File: config.mk
export PLATFORM = sky130hd
export DESIGN_NAME = rgb_color_format_converter_core
export DESIGN_NICKNAME = d
export VERILOG_FILES = /design/src/hdl/rcfc_pkg.sv /design/src/hdl/rcfc_coef_unit.sv /design/src/hdl/rcfc_pipe.sv /design/src/hdl/rgb_color_format_converter_core.sv
export SDC_FILE = /design/constraint.sdc
export NUM_CORES = 2
export LEC_CHECK = 0
export BUFFER_PORTS_ARGS = -buffer_cell sky130_fd_sc_hd__buf_2
export CAP_MARGIN = 10
export CORE_MARGIN = 10
export CORE_UTILIZATION = 35
export CTS_CLUSTER_DIAMETER = 120
export DETAILED_ROUTE_END_ITERATION = 8
export GPL_TIMING_DRIVEN = 0
export SYNTH_ARGS = -nofsm -noshare
export SYNTH_HDL_FRONTEND = slang
export SYNTH_HIERARCHICAL = 1
export SYNTH_SLANG_ARGS = --single-unit
File: constraint.sdc
create_clock -name clk_i -period 7.97 [get_ports clk_i]
set_input_delay 1.9925 -clock clk_i [delete_from_list [all_inputs] [get_ports clk_i]]
set_output_delay 1.9925 -clock clk_i [all_outputs]
set_load 0.02 [all_outputs]
File: src/hdl/rcfc_pkg.sv
// Shared widths, codes, types and helpers for the RGB color format converter.
// No dependencies; every file but the assertion header refers to it by scoped names.
`timescale 1ns / 1ps

package rcfc_pkg;

  localparam int COEF_FRAC_BITS = 16;

  localparam int PIX_W    = 8;
  localparam int WEIGHT_W = 16;
  localparam int CW       = COEF_FRAC_BITS + 2;      // signed Q2.F coefficient
  localparam int PW       = CW + PIX_W + 1;          // coefficient times pixel
  localparam int SW       = COEF_FRAC_BITS + 12;     // channel sum
  localparam int QUO_W    = 2 * COEF_FRAC_BITS + 1;  // divider quotient
  localparam int REM_W    = COEF_FRAC_BITS + 1;      // divider remainder
  localparam int STEP_W   = $clog2(2 * COEF_FRAC_BITS + 1);
  localparam int ONE      = 1 << COEF_FRAC_BITS;

  localparam int CFG_IDX_W  = 2;
  localparam int CFG_DATA_W = 16;

  localparam logic [CFG_IDX_W-1:0] CFG_MODE        = 2'd0;
  localparam logic [CFG_IDX_W-1:0] CFG_RED_WEIGHT  = 2'd1;
  localparam logic [CFG_IDX_W-1:0] CFG_BLUE_WEIGHT = 2'd2;

  localparam logic [1:0] MODE_RGB = 2'd0;
  localparam logic [1:0] MODE_BGR = 2'd1;
  localparam logic [1:0] MODE_YCC = 2'd2;

  localparam logic [WEIGHT_W-1:0] RED_WEIGHT_RST  = 16'd19595;
  localparam logic [WEIGHT_W-1:0] BLUE_WEIGHT_RST = 16'd7471;

  typedef logic [COEF_FRAC_BITS-1:0] frac_t;
  typedef logic signed [CW-1:0]      coef_t;

  typedef struct packed {
    frac_t kr;
    frac_t kb;
    coef_t kg;
    coef_t cb_r;
    coef_t cb_g;
    coef_t cr_g;
    coef_t cr_b;
  } mat_t;

  typedef struct packed {
    logic                  we;
    logic [CFG_IDX_W-1:0]  idx;
    logic [CFG_DATA_W-1:0] data;
  } cfg_wr_t;

  // Move a Q0.16 weight to Q0.F, truncating when F is below 16.
  function automatic frac_t to_frac(input logic [WEIGHT_W-1:0] w);
    logic [COEF_FRAC_BITS+WEIGHT_W-1:0] wide;
    wide = {{COEF_FRAC_BITS{1'b0}}, w};
    if (COEF_FRAC_BITS >= WEIGHT_W) begin
      wide = wide << (COEF_FRAC_BITS - WEIGHT_W);
    end else begin
      wide = wide >> (WEIGHT_W - COEF_FRAC_BITS);
    end
    return wide[COEF_FRAC_BITS-1:0];
  endfunction

endpackage

File: src/hdl/rcfc_coef_unit.sv
// Weight registers and chroma coefficient generator: one shared restoring
// divider stepped by a small sequencer. Depends on rcfc_pkg.
`timescale 1ns / 1ps

module rcfc_coef_unit (
  input  logic             clk_i,
  input  logic             rst_ni,
  input  rcfc_pkg::cfg_wr_t cfg_i,
  output logic             busy_o,
  output rcfc_pkg::mat_t   mat_o
);

  localparam int F  = rcfc_pkg::COEF_FRAC_BITS;
  localparam int CW = rcfc_pkg::CW;
  localparam int QW = rcfc_pkg::QUO_W;
  localparam int RW = rcfc_pkg::REM_W;
  localparam int TW = rcfc_pkg::STEP_W;

  localparam logic [1:0] ST_IDLE = 2'd0;
  localparam logic [1:0] ST_LOAD = 2'd1;
  localparam logic [1:0] ST_RUN  = 2'd2;

  localparam logic [1:0] SEL_CB_R = 2'd0;
  localparam logic [1:0] SEL_CB_G = 2'd1;
  localparam logic [1:0] SEL_CR_G = 2'd2;
  localparam logic [1:0] SEL_CR_B = 2'd3;

  localparam logic [CW-1:0] COEF_MAX = {1'b0, {(CW-1){1'b1}}};
  localparam logic [CW-1:0] COEF_MIN = {1'b1, {(CW-1){1'b0}}};

  logic [rcfc_pkg::WEIGHT_W-1:0] red_weight_q, blue_weight_q;
  logic [1:0]    state_q, state_d;
  logic [1:0]    sel_q, sel_d;
  logic [TW-1:0] step_q, step_d;
  logic [RW-1:0] rem_q, rem_d;
  logic [RW-1:0] dvd_q, dvd_d;
  logic [QW-1:0] quo_q, quo_d;
  rcfc_pkg::coef_t cb_r_q, cb_g_q, cr_g_q, cr_b_q;
  rcfc_pkg::frac_t kr_q, kb_q;
  rcfc_pkg::coef_t kg_q;

  rcfc_pkg::frac_t kr, kb, k_sel;
  logic [CW-1:0]   kg;
  logic            w_neg;
  logic [RW-1:0]   w_mag;
  logic [CW-1:0]   den;
  logic [CW-1:0]   trial;
  logic            qbit;
  logic            weight_wr;
  logic            coef_we;
  logic [CW-1:0]   quo_lo;
  rcfc_pkg::coef_t coef_new;

  assign kr = rcfc_pkg::to_frac(red_weight_q);
  assign kb = rcfc_pkg::to_frac(blue_weight_q);
  assign kg = CW'(rcfc_pkg::ONE) - CW'(kr) - CW'(kb);

  assign weight_wr = cfg_i.we && ((cfg_i.idx == rcfc_pkg::CFG_RED_WEIGHT) ||
                                  (cfg_i.idx == rcfc_pkg::CFG_BLUE_WEIGHT));

  // Numerator weight and luma weight of the divisor for the current coefficient.
  always_comb begin
    unique case (sel_q)
      SEL_CB_R: begin
        w_neg = 1'b0;
        w_mag = RW'(kr);
        k_sel = kb;
      end
      SEL_CB_G: begin
        w_neg = kg[CW-1];
        w_mag = kg[CW-1] ? RW'(-kg) : RW'(kg);
        k_sel = kb;
      end
      SEL_CR_G: begin
        w_neg = kg[CW-1];
        w_mag = kg[CW-1] ? RW'(-kg) : RW'(kg);
        k_sel = kr;
      end
      default: begin
        w_neg = 1'b0;
        w_mag = RW'(kb);
        k_sel = kr;
      end
    endcase
  end

  assign den   = CW'((CW'(rcfc_pkg::ONE) - CW'(k_sel)) << 1);
  assign trial = {rem_q, dvd_q[RW-1]};
  assign qbit  = (trial >= den);

  always_comb begin
    state_d = state_q;
    sel_d   = sel_q;
    step_d  = step_q;
    rem_d   = rem_q;
    dvd_d   = dvd_q;
    quo_d   = quo_q;
    coef_we = 1'b0;
    if (weight_wr) begin
      // restart the whole coefficient set on any weight change
      state_d = ST_LOAD;
      sel_d   = SEL_CB_R;
    end else begin
      unique case (state_q)
        ST_IDLE: begin
          state_d = ST_IDLE;
        end
        ST_LOAD: begin
          rem_d   = '0;
          dvd_d   = w_mag;
          quo_d   = '0;
          step_d  = '0;
          state_d = ST_RUN;
        end
        ST_RUN: begin
          rem_d  = qbit ? RW'(trial - den) : RW'(trial);
          dvd_d  = dvd_q << 1;
          quo_d  = {quo_q[QW-2:0], qbit};
          step_d = step_q + 1'b1;
          if (step_q == TW'(2 * F)) begin
            coef_we = 1'b1;
            if (sel_q == SEL_CR_B) begin
              state_d = ST_IDLE;
            end else begin
              sel_d   = sel_q + 1'b1;
              state_d = ST_LOAD;
            end
          end
        end
        default: begin
          state_d = ST_IDLE;
        end
      endcase
    end
  end

  // Give the finished quotient the sign opposite the weight and saturate it to the Q2.F range.
  assign quo_lo = quo_d[CW-1:0];
  always_comb begin
    if (!w_neg) begin
      if (quo_d > QW'(COEF_MIN)) begin
        coef_new = $signed(COEF_MIN);
      end else begin
        coef_new = $signed(CW'(-quo_lo));
      end
    end else begin
      if (quo_d > QW'(COEF_MAX)) begin
        coef_new = $signed(COEF_MAX);
      end else begin
        coef_new = $signed(quo_lo);
      end
    end
  end

  always_ff @(posedge clk_i or negedge rst_ni) begin
    if (!rst_ni) begin
      red_weight_q  <= rcfc_pkg::RED_WEIGHT_RST;
      blue_weight_q <= rcfc_pkg::BLUE_WEIGHT_RST;
      state_q       <= ST_LOAD;
      sel_q         <= SEL_CB_R;
      step_q        <= '0;
    end else begin
      if (cfg_i.we && (cfg_i.idx == rcfc_pkg::CFG_RED_WEIGHT)) begin
        red_weight_q <= cfg_i.data[rcfc_pkg::WEIGHT_W-1:0];
      end
      if (cfg_i.we && (cfg_i.idx == rcfc_pkg::CFG_BLUE_WEIGHT)) begin
        blue_weight_q <= cfg_i.data[rcfc_pkg::WEIGHT_W-1:0];
      end
      state_q <= state_d;
      sel_q   <= sel_d;
      step_q  <= step_d;
    end
  end

  always_ff @(posedge clk_i) begin
    rem_q <= rem_d;
    dvd_q <= dvd_d;
    quo_q <= quo_d;
    kr_q  <= kr;
    kb_q  <= kb;
    kg_q  <= $signed(kg);
    if (coef_we) begin
      unique case (sel_q)
        SEL_CB_R: cb_r_q <= coef_new;
        SEL_CB_G: cb_g_q <= coef_new;
        SEL_CR_G: cr_g_q <= coef_new;
        default:  cr_b_q <= coef_new;
      endcase
    end
  end

  assign busy_o     = (state_q != ST_IDLE);
  assign mat_o.kr   = kr_q;
  assign mat_o.kb   = kb_q;
  assign mat_o.kg   = kg_q;
  assign mat_o.cb_r = cb_r_q;
  assign mat_o.cb_g = cb_g_q;
  assign mat_o.cr_g = cr_g_q;
  assign mat_o.cr_b = cr_b_q;

endmodule

File: src/hdl/rcfc_pipe.sv
// Four-stage pixel datapath: capture, products, channel sums, clamp and
// mode select. Depends on rcfc_pkg.
`timescale 1ns / 1ps

module rcfc_pipe (
  input  logic                       clk_i,
  input  logic                       rst_ni,
  input  logic                       valid_i,
  input  logic [1:0]                 mode_i,
  input  logic [rcfc_pkg::PIX_W-1:0] red_i,
  input  logic [rcfc_pkg::PIX_W-1:0] green_i,
  input  logic [rcfc_pkg::PIX_W-1:0] blue_i,
  input  rcfc_pkg::mat_t             mat_i,
  output logic                       valid_o,
  output logic [rcfc_pkg::PIX_W-1:0] chan0_o,
  output logic [rcfc_pkg::PIX_W-1:0] chan1_o,
  output logic [rcfc_pkg::PIX_W-1:0] chan2_o
);

  localparam int F  = rcfc_pkg::COEF_FRAC_BITS;
  localparam int XW = rcfc_pkg::PIX_W;
  localparam int PW = rcfc_pkg::PW;
  localparam int SW = rcfc_pkg::SW;
  localparam int VW = SW - 1 - F;

  // Drop negative sums to zero, truncate the fraction, clamp to full scale.
  function automatic logic [XW-1:0] finish(input logic signed [SW-1:0] sum);
    logic [VW-1:0] v;
    v = sum[SW-2:F];
    if (sum[SW-1]) begin
      return '0;
    end else if (v > VW'({XW{1'b1}})) begin
      return {XW{1'b1}};
    end else begin
      return v[XW-1:0];
    end
  endfunction

  // stage 1: capture
  logic          v1_q;
  logic [1:0]    m1_q;
  logic [XW-1:0] r1_q, g1_q, b1_q;

  // stage 2: products
  logic          v2_q;
  logic [1:0]    m2_q;
  logic [XW-1:0] r2_q, g2_q, b2_q;
  logic signed [PW-1:0] py_r_q, py_g_q, py_b_q, pcb_r_q, pcb_g_q, pcr_g_q, pcr_b_q;

  // stage 3: sums
  logic          v3_q;
  logic [1:0]    m3_q;
  logic [XW-1:0] r3_q, g3_q, b3_q;
  logic signed [SW-1:0] sy_q, scb_q, scr_q;
  logic signed [SW-1:0] half_r, half_b, ofs;

  // stage 4: output
  logic          v4_q;
  logic [XW-1:0] c0_q, c1_q, c2_q;

  always_ff @(posedge clk_i or negedge rst_ni) begin
    if (!rst_ni) begin
      v1_q <= 1'b0;
      v2_q <= 1'b0;
      v3_q <= 1'b0;
      v4_q <= 1'b0;
    end else begin
      v1_q <= valid_i;
      v2_q <= v1_q;
      v3_q <= v2_q;
      v4_q <= v3_q;
    end
  end

  always_ff @(posedge clk_i) begin
    m1_q <= mode_i;
    r1_q <= red_i;
    g1_q <= green_i;
    b1_q <= blue_i;
  end

  always_ff @(posedge clk_i) begin
    m2_q    <= m1_q;
    r2_q    <= r1_q;
    g2_q    <= g1_q;
    b2_q    <= b1_q;
    py_r_q  <= PW'($signed({2'b00, mat_i.kr})) * PW'($signed({1'b0, r1_q}));
    py_g_q  <= PW'($signed(mat_i.kg)) * PW'($signed({1'b0, g1_q}));
    py_b_q  <= PW'($signed({2'b00, mat_i.kb})) * PW'($signed({1'b0, b1_q}));
    pcb_r_q <= PW'($signed(mat_i.cb_r)) * PW'($signed({1'b0, r1_q}));
    pcb_g_q <= PW'($signed(mat_i.cb_g)) * PW'($signed({1'b0, g1_q}));
    pcr_g_q <= PW'($signed(mat_i.cr_g)) * PW'($signed({1'b0, g1_q}));
    pcr_b_q <= PW'($signed(mat_i.cr_b)) * PW'($signed({1'b0, b1_q}));
  end

  // 1/2 coefficient is a shift; chroma offset is 128 in Q.F
  assign half_r = $signed(SW'(r2_q) << (F - 1));
  assign half_b = $signed(SW'(b2_q) << (F - 1));
  assign ofs    = $signed(SW'(128) << F);

  always_ff @(posedge clk_i) begin
    m3_q  <= m2_q;
    r3_q  <= r2_q;
    g3_q  <= g2_q;
    b3_q  <= b2_q;
    sy_q  <= SW'(py_r_q) + SW'(py_g_q) + SW'(py_b_q);
    scb_q <= SW'(pcb_r_q) + SW'(pcb_g_q) + half_b + ofs;
    scr_q <= half_r + SW'(pcr_g_q) + SW'(pcr_b_q) + ofs;
  end

  always_ff @(posedge clk_i) begin
    unique case (m3_q)
      rcfc_pkg::MODE_BGR: begin
        c0_q <= b3_q;
        c1_q <= g3_q;
        c2_q <= r3_q;
      end
      rcfc_pkg::MODE_YCC: begin
        c0_q <= finish(sy_q);
        c1_q <= finish(scb_q);
        c2_q <= finish(scr_q);
      end
      default: begin
        // passthrough, unused mode code included
        c0_q <= r3_q;
        c1_q <= g3_q;
        c2_q <= b3_q;
      end
    endcase
  end

  assign valid_o = v4_q;
  assign chan0_o = c0_q;
  assign chan1_o = c1_q;
  assign chan2_o = c2_q;

endmodule

File: src/hdl/rgb_color_format_converter_core.sv
// Top level of the RGB color format converter: mode register, coefficient
// unit and pixel pipeline. Depends on rcfc_pkg, rcfc_coef_unit, rcfc_pipe.
`timescale 1ns / 1ps

// Usage:
//   Input: drive red_i, green_i, blue_i with start_i high; the word is taken
//   at a rising edge where start_i is high and busy_o is low.
//   Output: done_o is high for one cycle with chan0_o..chan2_o valid; the
//   word counts as taken at the edge ending that cycle. There is no
//   backpressure, so the pipeline never stalls.
//   Throughput: one word per cycle while busy_o is low.
//   Pipeline: a taken word passes four register stages (capture, multiply,
//   sum, clamp/select) and then shows done_o.
//   Configuration: cfg_we_i with cfg_idx_i 0 (mode), 1 (red weight) or
//   2 (blue weight) and cfg_wdata_i; other indexes are ignored. Write only
//   when no word is in flight.
//   busy_o: after reset and after every weight write, the chroma
//   coefficients are rebuilt by one shared restoring divider, one quotient
//   bit per cycle. A mode write does not raise busy_o.
//   Reset: mode clears to passthrough, weights load their defaults, no
//   result is pending.

module rgb_color_format_converter_core (
  input  logic                            clk_i,
  input  logic                            rst_ni,
  input  logic                            start_i,
  output logic                            busy_o,
  input  logic [rcfc_pkg::PIX_W-1:0]      red_i,
  input  logic [rcfc_pkg::PIX_W-1:0]      green_i,
  input  logic [rcfc_pkg::PIX_W-1:0]      blue_i,
  input  logic                            cfg_we_i,
  input  logic [rcfc_pkg::CFG_IDX_W-1:0]  cfg_idx_i,
  input  logic [rcfc_pkg::CFG_DATA_W-1:0] cfg_wdata_i,
  output logic                            done_o,
  output logic [rcfc_pkg::PIX_W-1:0]      chan0_o,
  output logic [rcfc_pkg::PIX_W-1:0]      chan1_o,
  output logic [rcfc_pkg::PIX_W-1:0]      chan2_o
);

  rcfc_pkg::cfg_wr_t cfg;
  rcfc_pkg::mat_t    mat;
  logic [1:0]        mode_q;
  logic              busy;
  logic              accept;

  assign cfg.we   = cfg_we_i;
  assign cfg.idx  = cfg_idx_i;
  assign cfg.data = cfg_wdata_i;

  always_ff @(posedge clk_i or negedge rst_ni) begin
    if (!rst_ni) begin
      mode_q <= rcfc_pkg::MODE_RGB;
    end else if (cfg_we_i && (cfg_idx_i == rcfc_pkg::CFG_MODE)) begin
      mode_q <= cfg_wdata_i[1:0];
    end
  end

  assign accept = start_i && !busy;

  rcfc_coef_unit u_coef (
    .clk_i  (clk_i),
    .rst_ni (rst_ni),
    .cfg_i  (cfg),
    .busy_o (busy),
    .mat_o  (mat)
  );

  rcfc_pipe u_pipe (
    .clk_i   (clk_i),
    .rst_ni  (rst_ni),
    .valid_i (accept),
    .mode_i  (mode_q),
    .red_i   (red_i),
    .green_i (green_i),
    .blue_i  (blue_i),
    .mat_i   (mat),
    .valid_o (done_o),
    .chan0_o (chan0_o),
    .chan1_o (chan1_o),
    .chan2_o (chan2_o)
  );

  assign busy_o = busy;

endmodule

# Yosys cells after proc, flatten, opt, wreduce, memory -nomap -nowiden
# Index checks and enable logic that the tools add are counted.
# W data, S select, Z words.
[op_classes]
magnitude_cmp = 6
n_reduce_logical = 22
bitwise_logic = 2
addsub = 16
n_mux = 33
n_mul = 7
eq_ne = 12
[op_table]
columns = ["cell", "n"]
rows = [
  ["$mul A18 B9 Y27", 5],
  ["$pmux W17 S2", 3],
  ["$pmux W33 S2", 1],
  ["$add A28 B25 Y28 const B", 2],
  ["$mux W8", 7],
  ["$mux W18", 3],
  ["$mul A16 B8 Y24", 2],
  ["$mux W17", 2],
  ["$gt A11 B8 Y1 const B", 3],
  ["$gt A33 B17 Y1 const B", 1],
  ["$gt A33 B18 Y1 const B", 1],
  ["$mux W33", 1],
  ["$pmux W8 S2", 2],
  ["$add A24 B27 Y28", 1],
  ["$add A25 B27 Y28", 1],
  ["$add A27 B27 Y28", 1],
  ["$add A28 B24 Y28", 1],
  ["$add A28 B25 Y28", 1],
  ["$add A28 B27 Y28", 1],
  ["$ge A18 B18 Y1", 1],
  ["$neg A18 Y18", 1],
  ["$sub A17 B16 Y18 const A", 1],
  ["$sub A18 B16 Y18", 1],
  ["$neg A17 Y17", 1],
  ["24 further kinds", 54],
]
[totals]
register_bits = 606
inputBits = 46
out_inout_bits = 26

# Depth between registers and ports, before layout
[logic_depth]
depth_word = 10
depth_mapped = 27
ltp_nobuf = 26

# Cells and area by module
# The synthesis kept the hierarchy.
[modules_own_cells]
columns = ["module", "n_inst", "cells_per_inst", "area_each_um2", "seq_area_each_um2"]
rows = [
  ["rcfc_pipe", 1, 4855, 44626.6, 6526.3],
  ["rcfc_coef_unit", 1, 1094, 11583.6, 5916.9],
  ["rgb_color_format_converter_core", 1, 6, 91.3, 50.0],
]

# Worst setup path after synthesis
# No wires, ideal clock.
[synth_timing]
kind = "reg2reg"
startpoint = "register u_coef.sel_q[0]"
endpoint = "register u_coef.cb_g_q[7] (data pin)"
stages_incl_launch_ff = 28
n_path_buf = 1
t_required_ns = 7.682
t_arrival_ns = 6.092
setup_slack_ns = 1.589
cell_sequence = "dfrtp_1 > inv_1 > ha_1 > nor2_1 > mux2i_1 > ha_1 > inv_1 > nor4b_1 > and3_1 > o21ai_0 > nor2_1 > nand3_1 > xor2_1 > ha_1 > nand2_1 > or2_2 > a2111oi_2 > nor4_2 > nor2_2 > a21boi_1 > ha_1 > a21boi_0 > and4_1 > a41oi_1 > nor2_1 > buf_2 > a311oi_1 > a31oi_1"
[synth_between]
elab_chain_len = 10
[synth_rtl]
columns = ["element", "line", "text"]
rows = [
  ["from (decl)", "rcfc_coef_unit.sv:33", "logic [1:0] sel_q, sel_d;"],
  ["from (signal assigned)", "rcfc_coef_unit.sv:170", "sel_q <= sel_d;"],
  ["$eq A2 B1 Y1 / $logic_not A2 Y1 (equally long branches)", "rcfc_coef_unit.sv:63", "unique case (sel_q)"],
  ["$reduce_or A2 Y1 (no source line)", "-", ""],
  ["$mux W16", "rcfc_coef_unit.sv:63", ""],
  ["$sub A17 B16 Y17", "rcfc_coef_unit.sv:87", "assign den = CW'((CW'(rcfc_pkg::ONE) - CW'(k_sel)) << 1);"],
  ["$ge A18 B18 Y1", "rcfc_coef_unit.sv:89", "assign qbit = (trial >= den);"],
  ["$pmux W33 S2", "rcfc_coef_unit.sv:104", "unique case (state_q)"],
  ["$mux W33", "rcfc_coef_unit.sv:99", "if (weight_wr) begin"],
  ["$gt A33 B18 Y1 (tied with other cells)", "rcfc_coef_unit.sv:141", "if (quo_d > QW'(COEF_MIN)) begin"],
  ["$mux W18 (on tied branches)", "rcfc_coef_unit.sv:141, rcfc_coef_unit.sv:147", ""],
  ["$mux W18 *", "rcfc_coef_unit.sv:140", "if (!w_neg) begin"],
  ["via u_coef.coef_new[7]", "rcfc_coef_unit.sv:52", "rcfc_pkg::coef_t coef_new;"],
  ["to (signal assigned)", "rcfc_coef_unit.sv:185", "SEL_CB_G: cb_g_q <= coef_new;"],
  ["to (decl)", "rcfc_coef_unit.sv:38", "rcfc_pkg::coef_t cb_r_q, cb_g_q, cr_g_q, cr_b_q;"],
]
# Mark *: on every way through the listed nets, which the timed path passes. The rest lies on a longest branch.
# A chain may end at the register's enable or synchronous reset.

# Worst setup path after layout
[layout_timing]
startpoint = "register u_pipe.g1_q[0]"
endpoint = "register u_pipe.pcr_g_q[22]"
[layout_between]
elab_chain_len = 1
[layout_rtl]
columns = ["element", "line", "text"]
rows = [
  ["from (decl)", "rcfc_pipe.sv:42", "logic [XW-1:0] r1_q, g1_q, b1_q;"],
  ["from (signal assigned)", "rcfc_pipe.sv:78", "g1_q <= green_i;"],
  ["$mul A18 B9 Y27", "rcfc_pipe.sv:92", "pcr_g_q <= PW'($signed(mat_i.cr_g)) * PW'($signed({1'b0, g1_q}));"],
  ["to (signal assigned)", "rcfc_pipe.sv:92", ""],
  ["to (decl)", "rcfc_pipe.sv:48", "logic signed [PW-1:0] py_r_q, py_g_q, py_b_q, pcb_r_q, pcb_g_q, pcr_g_q, pcr_b_q;"],
]
# Every way passes these cells.

==> results.py <==
metrics = {
    "drt": {
        "num_vias": 41100,
        "drt_first_pass_iters": 6,
        "vias_per_cell": 4.92,
        "routedWlPerCell_um": 18.8,
        "drc": 0,
        "wirelength_um": 157000,
        "drt_iter0_markers": 2739,
        "ant_nets": 0,
    },
    "run_status": {
        "status": "complete, no violations",
    },
    "synth": {
        "synth_fa_ha_area_frac": 0.396,
        "syn_nets": 7315,
        "ys_types": 99,
        "synth_compound_area_frac": 0.0852,
        "async_flop_share": 0.0860,
        "synthFlopType": "dfxtp_1",
        "synth_edf_count": 106,
        "syn_inst": 5955,
        "synth_top_family_by_area": "adder cells",
        "synthSimpleGateAreaFrac": 0.158,
        "yosys_register_bits": 558,
        "synth_area_mm2": 0.0563,
        "ys_seq_area_frac": 0.222,
        "muxShareOfSynthArea": 0.0157,
        "synthesis.area_per_instance_um2": 9.45,
        "yosysWarnings": 6,
        "synth_xor_area_frac": 0.0330,
    },
    "timing": {
        "setup_slack_ps": 464,
        "tightest_slew_ps": 1310,
        "grt_setup_unrepaired": "no",
        "final_max_slew_viol_count": 0,
        "post-route-min-period_ps": 7510,
        "slew-limit-headroom": 0.125,
        "post-route-period-util": 0.942,
        "hold_viol": 0,
        "setup_viol": 0,
        "clock.fmax_mhz": 133,
        "skew_ps": 53.9,
        "fin_setup_tns_ps": 0,
    },
    "grt": {
        "overflow": 0,
        "grt_max_degree": 49,
        "antenna_found_initial": 28,
        "grt_pass1_wl_um": 245000,
        "grt_usage": 0.176,
        "grt_pass1_vias": 42400,
    },
    "min_path": {
        "hold_path.class": "register to register",
        "min_from": "u_pipe/m2_q[1]$_DFF_P_",
    },
    "layout": {
        "design_area_mm2": 0.0622,
        "nNetsFinal": 7485,
        "drive_gt1_frac": 0.0621,
        "mostFrequentLayoutCells": "inv_1 (1184), fa_1 (780), and2_1 (622)",
        "utilization": 0.388,
        "n_fill_cell": 16000,
        "syn_to_final_growth_pct": 10.5,
        "layout_commonest_cell": "inv_1",
    },
    "worst_setup_path": {
        "cp_max_fo": 10,
        "worstSetupEndpoint": "u_pipe/pcr_g_q[22]$_DFF_P_",
        "crit_start": "u_pipe/g1_q[0]$_DFF_P_",
        "max_stage_delay_ps": 930,
        "crit_chain": "clkbuf_1 > clkbuf_1 > nand2_1 > fa_1 > inv_1 > fa_1 > ha_1 > inv_1 > fa_1 > fa_1 > nor2b_1 > o21ai_1 > a21boi_0 > o21a_1 > o211ai_1 > a211oi_1 > nor2_1 > o21ai_0 > xor2_1",
        "crit_type": "register to register",
        "reg2reg_to": "u_pipe/pcr_g_q[22]$_DFF_P_",
        "cp-end-kind": "register",
        "start_kind": "register",
        "ff2ff_path_depth": 19,
        "reg2reg_from": "u_pipe/g1_q[0]$_DFF_P_",
        "crit_arrival_ps": 7990,
        "reg2reg_slack_ps": 460,
        "required_ps": 8460,
        "crit_path_frequent_cell": "fa_1",
        "slowest_stage": "clkbuf_1",
    },
    "power_and_ir_drop": {
        "total_power_mw": 29.1,
        "vdd_drop_max_mv": 0.653,
        "p_leak_nw": 30.2,
        "power_density_mw_per_mm2": 468,
    },
    "placement": {
        "place_congestion": 0.916,
        "io_buffers": 71,
        "place_area_mm2": 0.0596,
        "pre_cts_slack_ps": -876,
        "dpl.hpwl_um": 129000,
    },
    "clocking": {
        "root_buffer": "clkbuf_16",
        "clk_pin_slew_ps": 60,
        "cts_tree": "done",
        "cts_hold_buf": 0,
        "clock_insertion_delay_worst_skew_ps": 700,
        "clk_path_buf_depth": 3,
        "clkSinkCount": 558,
        "h-tree-depth": 3,
        "numCtsBuffers": 69,
    },
    "floorplanning": {
        "die_h_um": 421,
        "dieWidth_um": 421,
        "dieArea_mm2": 0.177,
        "initial_utilization": 0.351,
        "row_count": 147,
        "ioPinCount": 72,
        "coreArea_mm2": 0.160,
    },
    "job": {
        "drv_cap": 0,
    },
}
per-stage QoR:
stage / hold slack [ps] / cells
6_report: 327 / 8352
5_1_grt: 331 / 8342
4_1_cts: 326 / 8332
3_5_place_dp: 312 / 8204
3_3_place_gp: 312 / 8186
2_1_floorplan: 310 / 5955
registers in the layout, indices dropped and copies added (netlist names), 17 cells and up:
name / cells
u_coef/quo_q: 33
u_pipe/pcb_g_q: 27
u_pipe/pcb_r_q: 27
u_pipe/pcr_b_q: 27
u_pipe/pcr_g_q: 27
u_pipe/py_g_q: 27
u_pipe/py_b_q: 24
u_pipe/py_r_q: 24
u_coef/cb_g_q: 18
u_coef/cb_r_q: 18
u_coef/cr_b_q: 18
u_coef/cr_g_q: 18
u_coef/kg_q: 18
u_coef/dvd_q: 17
u_coef/rem_q: 17
report_power, final:
| part | switching [mW] | leakage, nW | internal, mW | total (mW) |
|---|---|---|---|---|
| combinational | 12.3 | 24.1 | 8.87 | 21.1 |
| clock | 1.39 | 1.13 | 1.82 | 3.22 |
| sequential | 0.721 | 4.94 | 4.04 | 4.76 |
| total | 14.4 | 30.2 | 14.7 | 29.1 |
worst min-delay path by stage:
stage,end,slack (ps),cells after the start
floorplan,u_pipe/g3_q[0]$_DFF_P_,310,0
global placement,u_pipe/g3_q[0]$_DFF_P_,310,0
detailed placement,u_pipe/g3_q[0]$_DFF_P_,310,0
CTS,u_pipe/m3_q[1]$_DFF_P_,330,0
global route,u_pipe/g3_q[2]$_DFF_P_,330,0
finish,u_pipe/m3_q[1]$_DFF_P_,330,0
layout make-up:
type / count / area [um^2] / share of cell area
clock buffers: 87 / 1930 / 0.0310
clock inverters: 39 / 418 / 0.00672
flip-flops and latches: 558 / 12500 / 0.201
multi-input cells: 4052 / 38900 / 0.625
diodes: 12 / 30.0 / 0.000483
plain buffers: 159 / 632 / 0.0102
well taps: 2160 / 2700 / 0.0434
repair buffers: 99 / 668 / 0.0107
inverters: 1186 / 4450 / 0.0716
worst max-delay path: cells and delay by family, from the launching register on:
| kind | cells | cell delay, ps |
|---|---|---|
| AND/OR/NAND/NOR | 3 | 510 |
| adder cells (fa/ha/maj) | 5 | 2260 |
| AO/OA/AOI/OAI | 6 | 1530 |
| buffers and inverters | 4 | 1870 |
| flip-flops | 1 | 410 |
| XOR/XNOR | 1 | 710 |
timing repair:
action | CTS | global route
resized for setup | 12 | 6
buffers inserted | 2 | 6
pin swaps | 1 | 3
endpoints found under the setup margin | 72 | 72
kinds of logic (layout without fill, tap and decap cells):
| group | Yosys count | in the layout |
|---|---|---|
| multiplexers | 81 | 81 |
| flip-flops | 558 | 558 |
| other | 0 | 12 |
| adder cells (fa/ha/maj) | 1314 | 1314 |
| AO/OA/AOI/OAI | 725 | 725 |
| XOR/XNOR | 212 | 212 |
| buffers and inverters | 1345 | 1570 |
| AND/OR/NAND/NOR | 1720 | 1720 |
synth_stat cells, drive strengths merged (8+ instances only):
| cell type | count | area, um^2 |
|---|---|---|
| inv | 1185 | 4450 |
| fa | 780 | 15600 |
| and2 | 623 | 3900 |
| nand2 | 550 | 2060 |
| ha | 534 | 6680 |
| dfxtp | 404 | 8090 |
| nor2 | 194 | 736 |
| a21oi | 187 | 955 |
| o21ai | 177 | 893 |
| xnor2 | 143 | 1250 |
| clkbuf | 136 | 510 |
| edfxtp | 106 | 3180 |
| a21o | 72 | 542 |
| nor3 | 71 | 367 |
| xor2 | 69 | 604 |
| nand3 | 61 | 305 |
| mux2 | 59 | 664 |
| nor2b | 39 | 244 |
| a31oi | 38 | 244 |
| and3 | 37 | 231 |
| a211oi | 36 | 280 |
| o211ai | 35 | 268 |
| dfrtp | 31 | 776 |
| o21a | 28 | 210 |
| buf | 23 | 120 |
| nand2b | 23 | 144 |
| mux2i | 22 | 220 |
| nand4 | 21 | 131 |
| dfstp | 17 | 447 |
| nor4 | 17 | 113 |
| or2 | 16 | 100 |
| a21boi | 15 | 113 |
| nand3b | 14 | 105 |
| o31ai | 14 | 124 |
| or3 | 14 | 87.6 |
| a2111oi | 13 | 164 |
| o21bai | 12 | 93.8 |
| and4 | 11 | 96.3 |
| o2111ai | 9 | 78.8 |
| a221o | 8 | 80.1 |
metal layers:
layer / share of wire / global-route usage / vias up
li1: - / - / 19100
met1: 0.43 / 0.231 / 20400
met2: 0.45 / 0.283 / 1220
met3: 0.075 / 0.0362 / 291
met4: 0.041 / 0.0683 / 16
met5: 0.00066 / 0 / -
Power figures use the tool's default switching activity.
